`src/design/pfde_pkg.sv`:
```
// Shared types, constants and grid helper functions for the Playfair digraph encryptor.
// Used by the channel interfaces and by every module of the block; depends on nothing.
package pfde_pkg;

	localparam int LETTER_W     = 5;
	localparam int CMD_W        = 2;
	localparam int RC_W         = 3;
	localparam int GRID_SIDE    = 5;
	localparam int GRID_CELLS   = 25;
	localparam int LETTER_COUNT = 26;
	localparam int QUEUE_DEPTH  = 2;

	typedef logic [LETTER_W-1:0] letter_t;
	typedef logic [LETTER_W-1:0] cell_t;
	typedef logic [RC_W-1:0]     rc_t;

	localparam letter_t LETTER_I     = 5'd8;
	localparam letter_t LETTER_J     = 5'd9;
	localparam letter_t LETTER_Z     = 5'd25;
	localparam letter_t FILLER_RESET = 5'd23;

	// Register index of the filler letter register.
	localparam logic REG_FILLER = 1'b0;

	typedef enum logic [CMD_W-1:0] {
		CMD_KEY  = 2'd0,
		CMD_SEAL = 2'd1,
		CMD_MSG  = 2'd2,
		CMD_END  = 2'd3
	} cmd_t;

	// One digraph waiting to be enciphered.
	typedef struct packed {
		letter_t first;
		letter_t second;
		logic    last;
	} pair_job_t;

	// Grid append request from the front to the grid memories.
	typedef struct packed {
		logic    en;
		cell_t   pos;
		letter_t letter;
	} grid_wr_t;

	typedef struct packed {
		logic empty;
		logic full;
	} queue_status_t;

	typedef struct packed {
		logic busy;
	} back_status_t;

	function automatic letter_t fold(input letter_t l);
		return (l == LETTER_J) ? LETTER_I : l;
	endfunction

	// Row of a grid position; positions beyond the grid read as the top left cell.
	function automatic rc_t row_of(input cell_t p);
		rc_t r;
		if (p < cell_t'(5)) begin
			r = rc_t'(0);
		end else if (p < cell_t'(10)) begin
			r = rc_t'(1);
		end else if (p < cell_t'(15)) begin
			r = rc_t'(2);
		end else if (p < cell_t'(20)) begin
			r = rc_t'(3);
		end else if (p < cell_t'(GRID_CELLS)) begin
			r = rc_t'(4);
		end else begin
			r = rc_t'(0);
		end
		return r;
	endfunction

	function automatic cell_t cell_index(input rc_t r, input rc_t c);
		return cell_t'({r, 2'b00}) + cell_t'(r) + cell_t'(c);
	endfunction

	function automatic rc_t col_of(input cell_t p);
		cell_t t;
		t = p - cell_index(row_of(p), rc_t'(0));
		return (p < cell_t'(GRID_CELLS)) ? t[RC_W-1:0] : rc_t'(0);
	endfunction

	function automatic rc_t wrap_inc(input rc_t v);
		return (v == rc_t'(GRID_SIDE - 1)) ? rc_t'(0) : v + rc_t'(1);
	endfunction

endpackage

```
`src/design/pfde_if.sv`:
```
// Valid/ready channel interfaces for the item input and the cipher letter output.
// Depends on pfde_pkg for the field widths.
interface pfde_in_if;
	logic                          valid;
	logic                          ready;
	logic [pfde_pkg::CMD_W-1:0]    cmd;
	logic [pfde_pkg::LETTER_W-1:0] letter;

	modport source (output valid, output cmd, output letter, input ready);
	modport sink (input valid, input cmd, input letter, output ready);
endinterface

interface pfde_out_if;
	logic                          valid;
	logic                          ready;
	logic [pfde_pkg::LETTER_W-1:0] cipher_letter;
	logic                          last_of_message;

	modport source (output valid, output cipher_letter, output last_of_message, input ready);
	modport sink (input valid, input cipher_letter, input last_of_message, output ready);
endinterface

```
`src/design/pfde_front.sv`:
```
// Front end: accepts items, builds the key grid and forms digraphs with repeat splitting.
// Depends on pfde_pkg and pfde_in_if; feeds pfde_queue and writes the grid in pfde_back.
module pfde_front (
	input  logic                    clk,
	input  logic                    arst_n,
	pfde_in_if.sink                 items,
	input  pfde_pkg::letter_t       filler,
	input  pfde_pkg::queue_status_t q_status,
	input  pfde_pkg::back_status_t  b_status,
	output logic                    push,
	output pfde_pkg::pair_job_t     job,
	output pfde_pkg::grid_wr_t      wr
);

	typedef enum logic [1:0] {
		F_RUN  = 2'b01,
		F_SEAL = 2'b10
	} front_state_t;

	front_state_t                  state_q, state_d;
	logic [pfde_pkg::LETTER_COUNT-1:0] used_q;
	pfde_pkg::cell_t               fill_q;
	pfde_pkg::letter_t             seal_idx_q;
	pfde_pkg::letter_t             held_q, held_d;
	pfde_pkg::letter_t             pf_q, pf_d;
	logic                          hv_q, hv_d;
	logic                          pfv_q, pfv_d;

	logic                          accept;
	logic                          letter_ok;
	logic                          place_req;
	logic                          place_go;
	pfde_pkg::letter_t             place_letter;

	// Grid edits wait until every queued digraph has been enciphered.
	always_comb begin
		items.ready = 1'b0;
		unique case (state_q)
			F_RUN: begin
				case (items.cmd) inside
					pfde_pkg::CMD_KEY, pfde_pkg::CMD_SEAL: begin
						items.ready = q_status.empty && !b_status.busy;
					end
					default: begin
						items.ready = !q_status.full;
					end
				endcase
			end
			F_SEAL: items.ready = 1'b0;
			default: items.ready = 1'b0;
		endcase
	end

	assign accept    = items.valid && items.ready;
	assign letter_ok = items.letter < pfde_pkg::letter_t'(pfde_pkg::LETTER_COUNT);

	always_comb begin
		if (state_q == F_SEAL) begin
			place_letter = seal_idx_q;
			place_req    = seal_idx_q != pfde_pkg::LETTER_J;
		end else begin
			place_letter = pfde_pkg::fold(items.letter);
			place_req    = accept && (items.cmd == pfde_pkg::CMD_KEY) && letter_ok;
		end
		place_go = place_req && (fill_q < pfde_pkg::cell_t'(pfde_pkg::GRID_CELLS))
			&& !used_q[place_letter];
	end

	assign wr.en     = place_go;
	assign wr.pos    = fill_q;
	assign wr.letter = place_letter;

	always_comb begin
		state_d = state_q;
		unique case (state_q)
			F_RUN: begin
				if (accept && (items.cmd == pfde_pkg::CMD_SEAL)) begin
					state_d = F_SEAL;
				end
			end
			F_SEAL: begin
				if (seal_idx_q == pfde_pkg::LETTER_Z) begin
					state_d = F_RUN;
				end
			end
			default: state_d = F_RUN;
		endcase
	end

	// Digraph formation: the held letter is released when the next one arrives, and
	// a repeat of the held letter puts the filler between the two.
	always_comb begin
		push   = 1'b0;
		job    = '{first: pf_q, second: held_q, last: 1'b0};
		held_d = held_q;
		hv_d   = hv_q;
		pf_d   = pf_q;
		pfv_d  = pfv_q;
		if (accept && (items.cmd == pfde_pkg::CMD_MSG) && letter_ok) begin
			held_d = items.letter;
			hv_d   = 1'b1;
			if (hv_q) begin
				if (!pfv_q) begin
					if (held_q == items.letter) begin
						push  = 1'b1;
						job   = '{first: held_q, second: filler, last: 1'b0};
						pfv_d = 1'b0;
					end else begin
						pf_d  = held_q;
						pfv_d = 1'b1;
					end
				end else begin
					push = 1'b1;
					job  = '{first: pf_q, second: held_q, last: 1'b0};
					if (held_q == items.letter) begin
						pf_d  = filler;
						pfv_d = 1'b1;
					end else begin
						pfv_d = 1'b0;
					end
				end
			end
		end else if (accept && (items.cmd == pfde_pkg::CMD_END)) begin
			hv_d  = 1'b0;
			pfv_d = 1'b0;
			if (hv_q && !pfv_q) begin
				push = 1'b1;
				job  = '{first: held_q, second: filler, last: 1'b1};
			end else if (hv_q) begin
				push = 1'b1;
				job  = '{first: pf_q, second: held_q, last: 1'b1};
			end else if (pfv_q) begin
				push = 1'b1;
				job  = '{first: pf_q, second: filler, last: 1'b1};
			end
		end
	end

	always_ff @(posedge clk or negedge arst_n) begin
		if (!arst_n) begin
			state_q    <= F_RUN;
			used_q     <= '0;
			fill_q     <= '0;
			seal_idx_q <= '0;
			hv_q       <= 1'b0;
			pfv_q      <= 1'b0;
		end else begin
			state_q <= state_d;
			hv_q    <= hv_d;
			pfv_q   <= pfv_d;
			if (place_go) begin
				used_q[place_letter] <= 1'b1;
				fill_q               <= fill_q + pfde_pkg::cell_t'(1);
			end
			if (state_q == F_SEAL) begin
				seal_idx_q <= seal_idx_q + pfde_pkg::letter_t'(1);
			end else begin
				seal_idx_q <= '0;
			end
		end
	end

	always_ff @(posedge clk) begin
		held_q <= held_d;
		pf_q   <= pf_d;
	end

	a_fill_matches_used: assert property (@(posedge clk) disable iff (!arst_n)
		$countones(used_q) == int'(fill_q))
		else $error("grid fill count disagrees with the used letter set");

	a_no_j_in_grid: assert property (@(posedge clk) disable iff (!arst_n)
		!used_q[pfde_pkg::LETTER_J])
		else $error("letter J was placed in the grid");

	a_seal_fills_grid: assert property (@(posedge clk) disable iff (!arst_n)
		(state_q == F_SEAL) && (seal_idx_q == pfde_pkg::LETTER_Z)
		|=> fill_q == pfde_pkg::cell_t'(pfde_pkg::GRID_CELLS))
		else $error("grid not full after the seal walk");

endmodule

```
`src/design/pfde_queue.sv`:
```
// Short FIFO of digraph jobs between the front end and the cipher back end.
// Depends on pfde_pkg for the job type.
module pfde_queue #(
	parameter int DEPTH = pfde_pkg::QUEUE_DEPTH
) (
	input  logic                    clk,
	input  logic                    arst_n,
	input  logic                    push,
	input  pfde_pkg::pair_job_t     push_job,
	input  logic                    pop,
	output pfde_pkg::pair_job_t     head,
	output pfde_pkg::queue_status_t status
);

	localparam int PTR_W = (DEPTH > 1) ? $clog2(DEPTH) : 1;
	localparam int CNT_W = $clog2(DEPTH + 1);

	pfde_pkg::pair_job_t slot_q [DEPTH];
	logic [PTR_W-1:0]    wr_ptr_q, rd_ptr_q;
	logic [CNT_W-1:0]    count_q;

	function automatic logic [PTR_W-1:0] next_ptr(input logic [PTR_W-1:0] p);
		return (p == PTR_W'(DEPTH - 1)) ? '0 : p + PTR_W'(1);
	endfunction

	assign head         = slot_q[rd_ptr_q];
	assign status.empty = count_q == '0;
	assign status.full  = count_q == CNT_W'(DEPTH);

	always_ff @(posedge clk or negedge arst_n) begin
		if (!arst_n) begin
			wr_ptr_q <= '0;
			rd_ptr_q <= '0;
			count_q  <= '0;
		end else begin
			if (push) begin
				wr_ptr_q <= next_ptr(wr_ptr_q);
			end
			if (pop) begin
				rd_ptr_q <= next_ptr(rd_ptr_q);
			end
			if (push && !pop) begin
				count_q <= count_q + CNT_W'(1);
			end else if (pop && !push) begin
				count_q <= count_q - CNT_W'(1);
			end
		end
	end

	always_ff @(posedge clk) begin
		if (push) begin
			slot_q[wr_ptr_q] <= push_job;
		end
	end

endmodule

```
`src/design/pfde_back.sv`:
```
// Back end: holds the key grid memories, looks up each digraph and emits two cipher letters.
// Depends on pfde_pkg and pfde_out_if; takes jobs from pfde_queue and grid writes from pfde_front.
module pfde_back (
	input  logic                    clk,
	input  logic                    arst_n,
	input  pfde_pkg::grid_wr_t      wr,
	input  pfde_pkg::queue_status_t q_status,
	input  pfde_pkg::pair_job_t     head,
	output logic                    pop,
	output pfde_pkg::back_status_t  status,
	pfde_out_if.source              results
);

	typedef enum logic [3:0] {
		B_IDLE = 4'b0001,
		B_POS  = 4'b0010,
		B_OUT0 = 4'b0100,
		B_OUT1 = 4'b1000
	} back_state_t;

	back_state_t       state_q, state_d;

	pfde_pkg::letter_t grid_mem [pfde_pkg::GRID_CELLS];
	pfde_pkg::cell_t   pos_mem  [pfde_pkg::LETTER_COUNT];

	pfde_pkg::cell_t   pos_a_q, pos_b_q;
	pfde_pkg::letter_t grid_a_q, grid_b_q;
	logic              last_q;

	pfde_pkg::rc_t     r1, c1, r2, c2;
	pfde_pkg::cell_t   idx1, idx2;

	assign pop         = (state_q == B_IDLE) && !q_status.empty;
	assign status.busy = state_q != B_IDLE;

	// Digraph rule on the two looked-up positions.
	always_comb begin
		r1 = pfde_pkg::row_of(pos_a_q);
		c1 = pfde_pkg::col_of(pos_a_q);
		r2 = pfde_pkg::row_of(pos_b_q);
		c2 = pfde_pkg::col_of(pos_b_q);
		if (r1 == r2) begin
			idx1 = pfde_pkg::cell_index(r1, pfde_pkg::wrap_inc(c1));
			idx2 = pfde_pkg::cell_index(r2, pfde_pkg::wrap_inc(c2));
		end else if (c1 == c2) begin
			idx1 = pfde_pkg::cell_index(pfde_pkg::wrap_inc(r1), c1);
			idx2 = pfde_pkg::cell_index(pfde_pkg::wrap_inc(r2), c2);
		end else begin
			idx1 = pfde_pkg::cell_index(r1, c2);
			idx2 = pfde_pkg::cell_index(r2, c1);
		end
	end

	always_ff @(posedge clk) begin
		if (wr.en) begin
			grid_mem[wr.pos] <= wr.letter;
			pos_mem[wr.letter] <= wr.pos;
		end
		if (pop) begin
			pos_a_q <= pos_mem[pfde_pkg::fold(head.first)];
			pos_b_q <= pos_mem[pfde_pkg::fold(head.second)];
			last_q  <= head.last;
		end
		if (state_q == B_POS) begin
			grid_a_q <= grid_mem[idx1];
			grid_b_q <= grid_mem[idx2];
		end
	end

	always_comb begin
		state_d = state_q;
		unique case (state_q)
			B_IDLE: begin
				if (pop) begin
					state_d = B_POS;
				end
			end
			B_POS: state_d = B_OUT0;
			B_OUT0: begin
				if (results.ready) begin
					state_d = B_OUT1;
				end
			end
			B_OUT1: begin
				if (results.ready) begin
					state_d = B_IDLE;
				end
			end
			default: state_d = B_IDLE;
		endcase
	end

	always_ff @(posedge clk or negedge arst_n) begin
		if (!arst_n) begin
			state_q <= B_IDLE;
		end else begin
			state_q <= state_d;
		end
	end

	assign results.valid           = (state_q == B_OUT0) || (state_q == B_OUT1);
	assign results.cipher_letter   = (state_q == B_OUT1) ? grid_b_q : grid_a_q;
	assign results.last_of_message = (state_q == B_OUT1) && last_q;

	a_write_only_idle: assert property (@(posedge clk) disable iff (!arst_n)
		wr.en |-> state_q == B_IDLE)
		else $error("grid written while a digraph is in flight");

	a_pop_starts_lookup: assert property (@(posedge clk) disable iff (!arst_n)
		pop |=> state_q == B_POS)
		else $error("popped job not looked up");

	a_lookup_then_emit: assert property (@(posedge clk) disable iff (!arst_n)
		state_q == B_POS |=> state_q == B_OUT0)
		else $error("lookup not followed by the first cipher letter");

endmodule

```
`src/design/playfair_digraph_encrypt.sv`:
```
// Top level of the Playfair digraph encryptor: filler register, front end, job queue, back end.
// Depends on pfde_pkg, pfde_if, pfde_front, pfde_queue and pfde_back.
//
// Usage. Items arrive on the items channel (cmd, letter) and cipher letters leave on the
// results channel (cipher_letter, last_of_message); each channel moves one transaction at a
// clock edge where valid and ready are both high. Key letters build the 5x5 grid, a seal
// command completes it, message letters are enciphered in digraphs and an end command
// flushes the message, flagging its final cipher letter.
// A key letter or seal is taken only once every queued digraph has left the back end; a seal
// then walks the alphabet to complete the grid, during which no item is taken. Message and
// end items are taken while the job queue has room.
// A digraph's first cipher letter is valid once the transaction that completes it has passed
// through the queue slot, the position registers and the cell registers; its second follows in
// the cycle after the first is taken. The back end handles one digraph at a time and pops no
// new job until both cipher letters of the last have been taken (lookup of both positions,
// lookup of both cells, then the two cipher letters in turn).
// When the receiver stalls, the current cipher letter holds; the queue absorbs up to
// QUEUE_DEPTH further digraphs before the items channel stalls too.
// Reset empties the grid, the pending letters and the queue, and sets the filler to X.
// The filler register sits at byte address 0 of the APB-style port; it is written at the
// access phase and always reads back its stored value.
module playfair_digraph_encrypt #(
	parameter int QUEUE_DEPTH = pfde_pkg::QUEUE_DEPTH
) (
	input  logic        clk,
	input  logic        arst_n,
	input  logic        psel,
	input  logic        penable,
	input  logic        pwrite,
	input  logic [2:0]  paddr,
	input  logic [31:0] pwdata,
	output logic [31:0] prdata,
	output logic        pready,
	pfde_in_if.sink     items,
	pfde_out_if.source  results
);

	pfde_pkg::letter_t       filler_q;
	pfde_pkg::letter_t       filler_sat;
	logic                    cfg_write;

	logic                    push;
	logic                    pop;
	pfde_pkg::pair_job_t     push_job;
	pfde_pkg::pair_job_t     head;
	pfde_pkg::grid_wr_t      grid_wr;
	pfde_pkg::queue_status_t q_status;
	pfde_pkg::back_status_t  b_status;

	// The port never inserts wait states.
	assign pready    = 1'b1;
	assign cfg_write = psel && penable && pwrite && pready;

	always_ff @(posedge clk or negedge arst_n) begin
		if (!arst_n) begin
			filler_q <= pfde_pkg::FILLER_RESET;
		end else if (cfg_write && (paddr[2] == pfde_pkg::REG_FILLER)) begin
			filler_q <= pwdata[pfde_pkg::LETTER_W-1:0];
		end
	end

	assign prdata = (paddr[2] == pfde_pkg::REG_FILLER)
		? {{(32 - pfde_pkg::LETTER_W){1'b0}}, filler_q} : 32'd0;

	// Codes beyond Z in the register are used as Z.
	assign filler_sat = (filler_q > pfde_pkg::LETTER_Z) ? pfde_pkg::LETTER_Z : filler_q;

	pfde_front u_front (
		.clk      (clk),
		.arst_n   (arst_n),
		.items    (items),
		.filler   (filler_sat),
		.q_status (q_status),
		.b_status (b_status),
		.push     (push),
		.job      (push_job),
		.wr       (grid_wr)
	);

	pfde_queue #(
		.DEPTH (QUEUE_DEPTH)
	) u_queue (
		.clk      (clk),
		.arst_n   (arst_n),
		.push     (push),
		.push_job (push_job),
		.pop      (pop),
		.head     (head),
		.status   (q_status)
	);

	pfde_back u_back (
		.clk      (clk),
		.arst_n   (arst_n),
		.wr       (grid_wr),
		.q_status (q_status),
		.head     (head),
		.pop      (pop),
		.status   (b_status),
		.results  (results)
	);

endmodule
```
`src/flat_wrapper.sv`:
```
// flat-port wrapper written by rule: the top's interface ports become plain ports
module playfair_digraph_encrypt_flat 
#(
	parameter int QUEUE_DEPTH = pfde_pkg::QUEUE_DEPTH
)
  (clk, arst_n, psel, penable, pwrite, paddr, pwdata, prdata, pready, items_valid, items_cmd, items_letter, items_ready, results_valid, results_cipher_letter, results_last_of_message, results_ready);
  pfde_in_if items_i ();
  pfde_out_if results_i ();
  input  logic clk;
  input  logic arst_n;
  input  logic psel;
  input  logic penable;
  input  logic pwrite;
  input  logic [2:0] paddr;
  input  logic [31:0] pwdata;
  output logic [31:0] prdata;
  output logic pready;
  input wire logic [$bits(items_i.valid)-1:0] items_valid;
  input wire logic [$bits(items_i.cmd)-1:0] items_cmd;
  input wire logic [$bits(items_i.letter)-1:0] items_letter;
  output wire logic [$bits(items_i.ready)-1:0] items_ready;
  output wire logic [$bits(results_i.valid)-1:0] results_valid;
  output wire logic [$bits(results_i.cipher_letter)-1:0] results_cipher_letter;
  output wire logic [$bits(results_i.last_of_message)-1:0] results_last_of_message;
  input wire logic [$bits(results_i.ready)-1:0] results_ready;
  assign items_i.valid = items_valid;
  assign items_i.cmd = items_cmd;
  assign items_i.letter = items_letter;
  assign items_ready = items_i.ready;
  assign results_valid = results_i.valid;
  assign results_cipher_letter = results_i.cipher_letter;
  assign results_last_of_message = results_i.last_of_message;
  assign results_i.ready = results_ready;
  playfair_digraph_encrypt #(.QUEUE_DEPTH(QUEUE_DEPTH)) u_core (.clk(clk), .arst_n(arst_n), .psel(psel), .penable(penable), .pwrite(pwrite), .paddr(paddr), .pwdata(pwdata), .prdata(prdata), .pready(pready), .items(items_i), .results(results_i));
endmodule
```
`config.mk`:
```
export PLATFORM = sky130hd
export DESIGN_NAME = playfair_digraph_encrypt_flat
export DESIGN_NICKNAME = d
export VERILOG_FILES = /design/src/design/pfde_pkg.sv /design/src/design/pfde_if.sv /design/src/design/pfde_front.sv /design/src/design/pfde_queue.sv /design/src/design/pfde_back.sv /design/src/design/playfair_digraph_encrypt.sv /design/src/flat_wrapper.sv
export SDC_FILE = /design/constraint.sdc
export NUM_CORES = 1
export LEC_CHECK = 0
export BUFFER_PORTS_ARGS = -buffer_cell sky130_fd_sc_hd__buf_4
export CORE_UTILIZATION = 60
export DETAILED_ROUTE_END_ITERATION = 7
export PLACE_DENSITY = 0.78
export SETUP_SLACK_MARGIN = 0.02
export SLEW_MARGIN = 20
export SYNTH_ARGS = -nofsm -noshare
export SYNTH_HDL_FRONTEND = slang
export SYNTH_SLANG_ARGS = --single-unit
```
`constraint.sdc`:
```
create_clock -name clk -period 8.7 [get_ports clk]
set_input_delay 0.435 -clock clk [delete_from_list [all_inputs] [get_ports clk]]
set_output_delay 0.435 -clock clk [all_outputs]
set_load 0.01 [all_outputs]
```
== Yosys cells after proc, flatten, opt, wreduce, memory -nomap -nowiden ==
Memory sizes are Yosys's and may differ from the RTL's. A register that Yosys moved wholly into a read port is not among the register bits.
Index checks and enable logic that the tools add are counted.

* Output and inout port bits: 41
* Input port bits: 49
* Memories: 3
* Register bits after elaboration: 64
* Memory bits (writable): 277
* Logic and storage cells: 198

{| class="wikitable"
|+ Memory list
! memory !! depth !! bits a word !! rd ports !! clocked after memory_dff !! wr ports !! RTL line !! RTL
|-
| u_core.u_back.pos_mem || 26 || 5 || 2 || 2 || 1 || pfde_back.sv:24 || <nowiki>pfde_pkg::cell_t pos_mem [pfde_pkg::LETTER_COUNT];</nowiki>
|-
| u_core.u_back.grid_mem || 25 || 5 || 2 || 2 || 1 || pfde_back.sv:23 || <nowiki>pfde_pkg::letter_t grid_mem [pfde_pkg::GRID_CELLS];</nowiki>
|-
| u_core.u_queue.slot_q || 2 || 11 || 1 || 0 || 1 || pfde_queue.sv:18 || <nowiki>pfde_pkg::pair_job_t slot_q [DEPTH];</nowiki>
|}

* Mux-type cells: 75
* Equal/unequal tests: 31
* Reduce and logical (&&, ||, !) cells: 36
* $lt $le $gt $ge: 15
* Bitwise gates (word level): 2
* Add/sub/neg operators: 22

{| class="wikitable"
|+ Operators with widths
! cell !! count
|-
| $mux 5 || 15
|-
| $mux 11 || 6
|-
| $add 5x3->5 || 10
|-
| $mux 3 || 16
|-
| $lt 5x5->1 const B || 6
|-
| $or 26x26->26 || 1
|-
| $mux 1 || 25
|-
| $lt 5x4->1 const B || 4
|-
| $logic_and 1x1->1 || 19
|-
| $pmux 4 s4 || 1
|-
| $eq 5x4->1 const B || 3
|-
| $add 3x1->3 const B || 4
|-
| $eq 3x3->1 const B || 4
|-
| $mux 4 || 3
|-
| $mux 6 || 2
|-
| $ne 2x2->1 const B || 6
|-
| $add 5x1->5 const B || 2
|-
| $lt 5x3->1 const B || 2
|-
| $eq 2x2->1 const B || 4
|-
| $mux 2 || 4
|-
| $logic_not 1->1 || 7
|-
| $eq 3x3->1 || 2
|-
| $lt 5x6->1 const B || 1
|-
| $sub 3x3->3 || 2
|-
| other kinds (26) || 32
|}

== Longest topological paths before layout ==
* Word-level depth: 13
* Gate-level depth with buffers: 23
* Depth with buffers taken out: 20

== Modules after synthesis ==
From an unflattened synthesis, not the netlist that was laid out.

* Cell total of the unflattened synthesis: 1,520
* Area total of the unflattened synthesis: 19,532.5 um^2

{| class="wikitable"
|+ Modules (own cells, without submodules)
! module !! instances !! area an instance (um^2) !! sequential area each (um^2) !! cells each
|-
| pfde_back || 1 || 15,268.4 || 8,389.3 || 1,182
|-
| pfde_front || 1 || 2,741.4 || 1,302.5 || 235
|-
| pfde_queue || 1 || 1,016.0 || 760.7 || 50
|-
| playfair_digraph_encrypt || 1 || 506.7 || 130.1 || 53
|}

== Worst setup path after synthesis ==
OpenSTA, ideal clock, no wires.

* Kind: reg-to-reg
* Start: register u_core.u_back.pos_a_q[1], read port of u_core.u_back.pos_mem
* End: register u_core.u_back.grid_a_q[1], read port of u_core.u_back.grid_mem, data pin
* Setup time: 0.157 ns
* Path buffers: 3
* Clock period less this slack: 5.107 ns
* Arrival: 4.950 ns
* Cell stages (with the launch flop): 22
* Data required time: 8.543 ns
* Slack: 3.593 ns
* Path through: edfxtp_1 or3b_1 a21oi_1 or2_2 ha_1 inv_1 fa_1 xnor3_1 and2_1 buf_4 fa_1 inv_1 fa_1 nor3_1 a211o_1 and2_1 buf_2 buf_4 mux2i_1 a22o_1 a22o_1 nor3_1

* Cells in the longest elaborated chain, start to end: 13
* Elaborated cells between the ends (all ways): 27
* Those cells by class: add/sub: 8; order compare: 5; eq/ne: 4; mux: 10

{| class="wikitable"
|+ RTL lines
! item !! RTL line !! RTL
|-
| from (decl) || pfde_back.sv:26 || <nowiki>pfde_pkg::cell_t pos_a_q, pos_b_q;</nowiki>
|-
| $lt 5x5->1 || pfde_pkg.sv:70, pfde_pkg.sv:85 ||
|-
| $mux 3 || pfde_pkg.sv:70 || <nowiki>end else if (p < cell_t'(GRID_CELLS)) begin</nowiki>
|-
| $mux 3 || pfde_pkg.sv:68 || <nowiki>end else if (p < cell_t'(20)) begin</nowiki>
|-
| $mux 3 || pfde_pkg.sv:66 || <nowiki>end else if (p < cell_t'(15)) begin</nowiki>
|-
| $mux 3 || pfde_pkg.sv:64 || <nowiki>end else if (p < cell_t'(10)) begin</nowiki>
|-
| $mux 3 || pfde_pkg.sv:62 || <nowiki>if (p < cell_t'(5)) begin</nowiki>
|-
| $add 5x3->5 || pfde_pkg.sv:79 || <nowiki>return cell_t'({r, 2'b00}) + cell_t'(r) + cell_t'(c);</nowiki>
|-
| $sub 3x3->3 || pfde_pkg.sv:84 || <nowiki>t = p - cell_index(row_of(p), rc_t'(0));</nowiki>
|-
| $mux 3 || pfde_pkg.sv:85 || <nowiki>return (p < cell_t'(GRID_CELLS)) ? t[RC_W-1:0] : rc_t'(0);</nowiki>
|-
| $add 3x1->3 or $eq 3x3->1 (tied branches) || pfde_pkg.sv:89 || <nowiki>return (v == rc_t'(GRID_SIDE - 1)) ? rc_t'(0) : v + rc_t'(1);</nowiki>
|-
| $mux 3 || pfde_pkg.sv:89 ||
|-
| $add 5x3->5 || pfde_pkg.sv:79 ||
|-
| $mux 5 * || pfde_back.sv:42 || <nowiki>if (r1 == r2) begin</nowiki>
|-
| to (decl) || pfde_back.sv:27 || <nowiki>pfde_pkg::letter_t grid_a_q, grid_b_q;</nowiki>
|}

Every way passes the cells marked *; elsewhere a longest branch is shown, timed or not.
A chain may end at the register's enable or synchronous reset.

== Final worst setup path ==
* Start: register u_core.u_back.pos_a_q[1], read port of u_core.u_back.pos_mem
* End: register u_core.u_back.grid_a_q[2], read port of u_core.u_back.grid_mem, data pin

Same word-level chain as after synthesis.

==> impl_results.md <==
- Outcome: complete, no violations
- Cell mode on critical path: fa_1
- Sequential share of the synthesized area: 0.547
- Final-layout fill cell count: 2,177
- CP arrival: 6.51 ns
- IO Pins: 90
- Post-route ant nets: 0
- Worst-Margin Slew: 1.13 ns
- Fin nets: 1,758
- Fin crit share: 0.706
- Worst Clk Skew: 0.0291 ns
- Share of layout cells above drive strength 1: 0.130
- Synth Instances: 1,646
- Vias in the first global route: 13,500
- Critical path required time: 9.07 ns
- Mapped Avg Cell Area: 11.7 um^2
- Cell Chain, Critical Path: or3b_1 -> a21oi_1 -> or2_2 -> ha_1 -> inv_1 -> fa_1 -> xnor3_1 -> and2_1 -> fa_1 -> inv_1 -> fa_1 -> nor3_1 -> a211o_1 -> and2_2 -> a21oi_1 -> a22o_1 -> a22o_1 -> nor3_1
- Post-synthesis compound-gate area fraction: 0.116
- Netlist cell types: 80
- Register bit total from synthesis: 361
- CTS tree: yes
- Initial antenna violation count: 0
- Main combinational cell family by area after synthesis: multiplexers
- DP HPWL: 30.4 mm
- Placer Congestion: 0.911
- Post-Synth XOR/XNOR Area: 0.0192
- Worst Setup Start Kind: register
- Die Ht: 182 um
- Die width: 182 um
- Layout area overhead: 9.28%
- Yosys top cell area share: 0.478
- Hold Violations, Final: 0
- Initial Util: 0.611
- Clock sink count: 361
- Mux contribution to synthesized area: 0.120
- Fmax: 163 MHz
- RSZ-0062 raised after global routing: no
- Mapped cell area: 0.0193 mm^2
- EDFF count, synth: 308
- Maxcap violations: 0
- Global Route Usage Sum: 0.285
- Simple-gate portion of the synthesized area: 0.115
- Die area: 0.0329 mm^2
- First DRT Iteration DRCs: 1,395
- First-pass GRT wire length: 72.5 mm
- Critical path class: register to register
- Post-route DRC: 0
- Final setup viols: 0
- Peak per-stage delay on the critical path: 0.85 ns
- CP endpoint kind: register
- DR WL/cell: 22.6 um
- Grt total ovfl: 0
- Post-synth top area cell: edfxtp_1
- Largest net degree at the start of global routing: 66
- Final setup TNS: 0 ns
- Routed vias: 13,400
- I/O Buffers: 32
- H-tree Lvls: 2
- Min Tclk post-route: 6.14 ns
- Most common cell after layout, fill and taps aside: edfxtp_1
- N_diodes: 0
- Routed Wire Length: 47.0 mm
- Final slew viol count: 0
- Worst-skew pair later-pin latency: 0.55 ns
- Peak fanout along the critical path: 42
- Core region area: 0.0316 mm^2
- CTS root buffer: clkbuf_16
- Slowest cell on crit path: and2_2
- Synth Warn #: 0
- Hold crit path type: input port to register
- Via/cell ratio: 6.43
- CTS buffer count: 38
- Most area-consuming cells after synthesis: edfxtp_1, mux2i_1, dfrtp_1
- Most frequent cells in the layout: edfxtp_1, nand2_1, mux2i_1
- Post-synth top flop: edfxtp_1
- Drt pass-1 iters: 6
- Slew Limit Headroom: 0.246
- CTS Buffer Depth: 3
- Num rows: 65
- Synth Area in Adders: 0.0395
- Worst-path clk slew: 0.06 ns
- Async set-reset flop share out of synthesis: 0.147
layer usage:
| metal | vias to the layer above | GRT usage | part of all wire | wire (um) |
|---|---|---|---|---|
| met1 | 6478 | 0.359 | 0.39 | 18200 |
| met4 | 0 | 0.148 | 0.049 | 2290 |
| met5 | - | 0 | 0 | 0 |
| met3 | 151 | 0.0369 | 0.072 | 3370 |
| met2 | 691 | 0.485 | 0.49 | 23100 |
| li1 | 6078 | - | - | - |
path summary, 6_finish.rpt:
check	from	endpoint	slack [ns]	depth (start not counted)
max	u_core.u_back.pos_a_q[1]$_DFFE_PP_	u_core.u_back.grid_a_q[2]$_DFFE_PP_	2.56	18
min	items_letter[3]	u_core.u_front.held_q[3]$_DFFE_PP_	0.12	1
max reg2reg	u_core.u_back.pos_a_q[1]$_DFFE_PP_	u_core.u_back.grid_a_q[2]$_DFFE_PP_	2.56	18
min reg2reg	u_core.u_front.used_q[12]$_DFFE_PN0P_	u_core.u_front.used_q[12]$_DFFE_PN0P_	0.47	1
max in group asynchronous	arst_n	u_core.u_front.fill_q[4]$_DFFE_PN0P_	7.78	2
min in group asynchronous	arst_n	u_core.u_front.used_q[8]$_DFFE_PN0P_	0.47	2
per-stage QoR:
step | worst slack (ns) | cell area, um^2 | cells | util | hold slack (ns)
floorplan | 3.59 | 19400 | 1672 | - | 0.139
global placement | 2.66 | 19800 | 2014 | 0.626 | 0.454
detailed placement | 2.52 | 19800 | 2014 | 0.626 | 0.457
CTS | 2.50 | 21100 | 2083 | 0.667 | 0.104
global route | 2.11 | 21100 | 2084 | 0.668 | 0.111
finish | 2.56 | 21100 | 2084 | 0.668 | 0.120
timing repair:
| action | 4_1_cts | 5_1_grt |
|---|---|---|
| endpoints found under the hold margin | 47 | 0 |
| hold buffers | 1 | 0 |
| setup buffers | 0 | 0 |
| resized for setup | 0 | 0 |
cells in the mapped netlist, types with 19 or more instances:
| cell type | n |
|---|---|
| edfxtp_1 | 308 |
| buf_2 | 21 |
| nand2_1 | 250 |
| mux2_2 | 56 |
| xnor2_1 | 19 |
| o21bai_1 | 29 |
| nand3_1 | 47 |
| dfrtp_1 | 47 |
| o21ai_0 | 50 |
| a21oi_1 | 69 |
| nor3_1 | 24 |
| buf_4 | 35 |
| nor2_1 | 80 |
| clkbuf_1 | 47 |
| o22ai_1 | 19 |
| mux2i_1 | 131 |
| inv_1 | 52 |
| ha_1 | 45 |
| and2_1 | 29 |
| a211oi_1 | 34 |
registers in the layout, indices dropped and copies added, names as in the netlist, 22 cells and up:
signal and flops:
u_core.u_queue.slot_q 22, u_core.u_front.used_q 26, u_core.u_back.grid_mem 125, u_core.u_back.pos_mem 130
final cells by class:
cell class                      instances  area, um^2  share of cell area
Clock buffer                           46        1030              0.0489
Clock inverter                         22         249              0.0118
Inverter                               52         195             0.00924
Multi-Input combinational cell       1146        8140               0.385
Sequential cell                       361       10600               0.501
Tap cell                              402         503              0.0238
Timing Repair Buffer                   55         423              0.0200
worst max-delay path, delay by kind of cell (launching register included):
family	cells	cell delay (ns)
DFF	1	0.51
adders and majority gates	4	1.62
xor gates and xnor gates	1	0.35
AOI/OAI and AO/OA	5	1.11
buffers and inverters	2	0.12
and+or+nand+nor	6	2.23
kinds of logic after synthesis:
family | count (synthesis)
and+or+nand+nor | 492
adders and majority gates | 55
AOI/OAI and AO/OA | 327
buffers and inverters | 165
DFF | 361
muxes | 207
xor gates and xnor gates | 37
other | 2
Power is left out: the tool's default activity adds up to more than one toggle a clock period on the data nets, which glitch-free logic cannot reach.
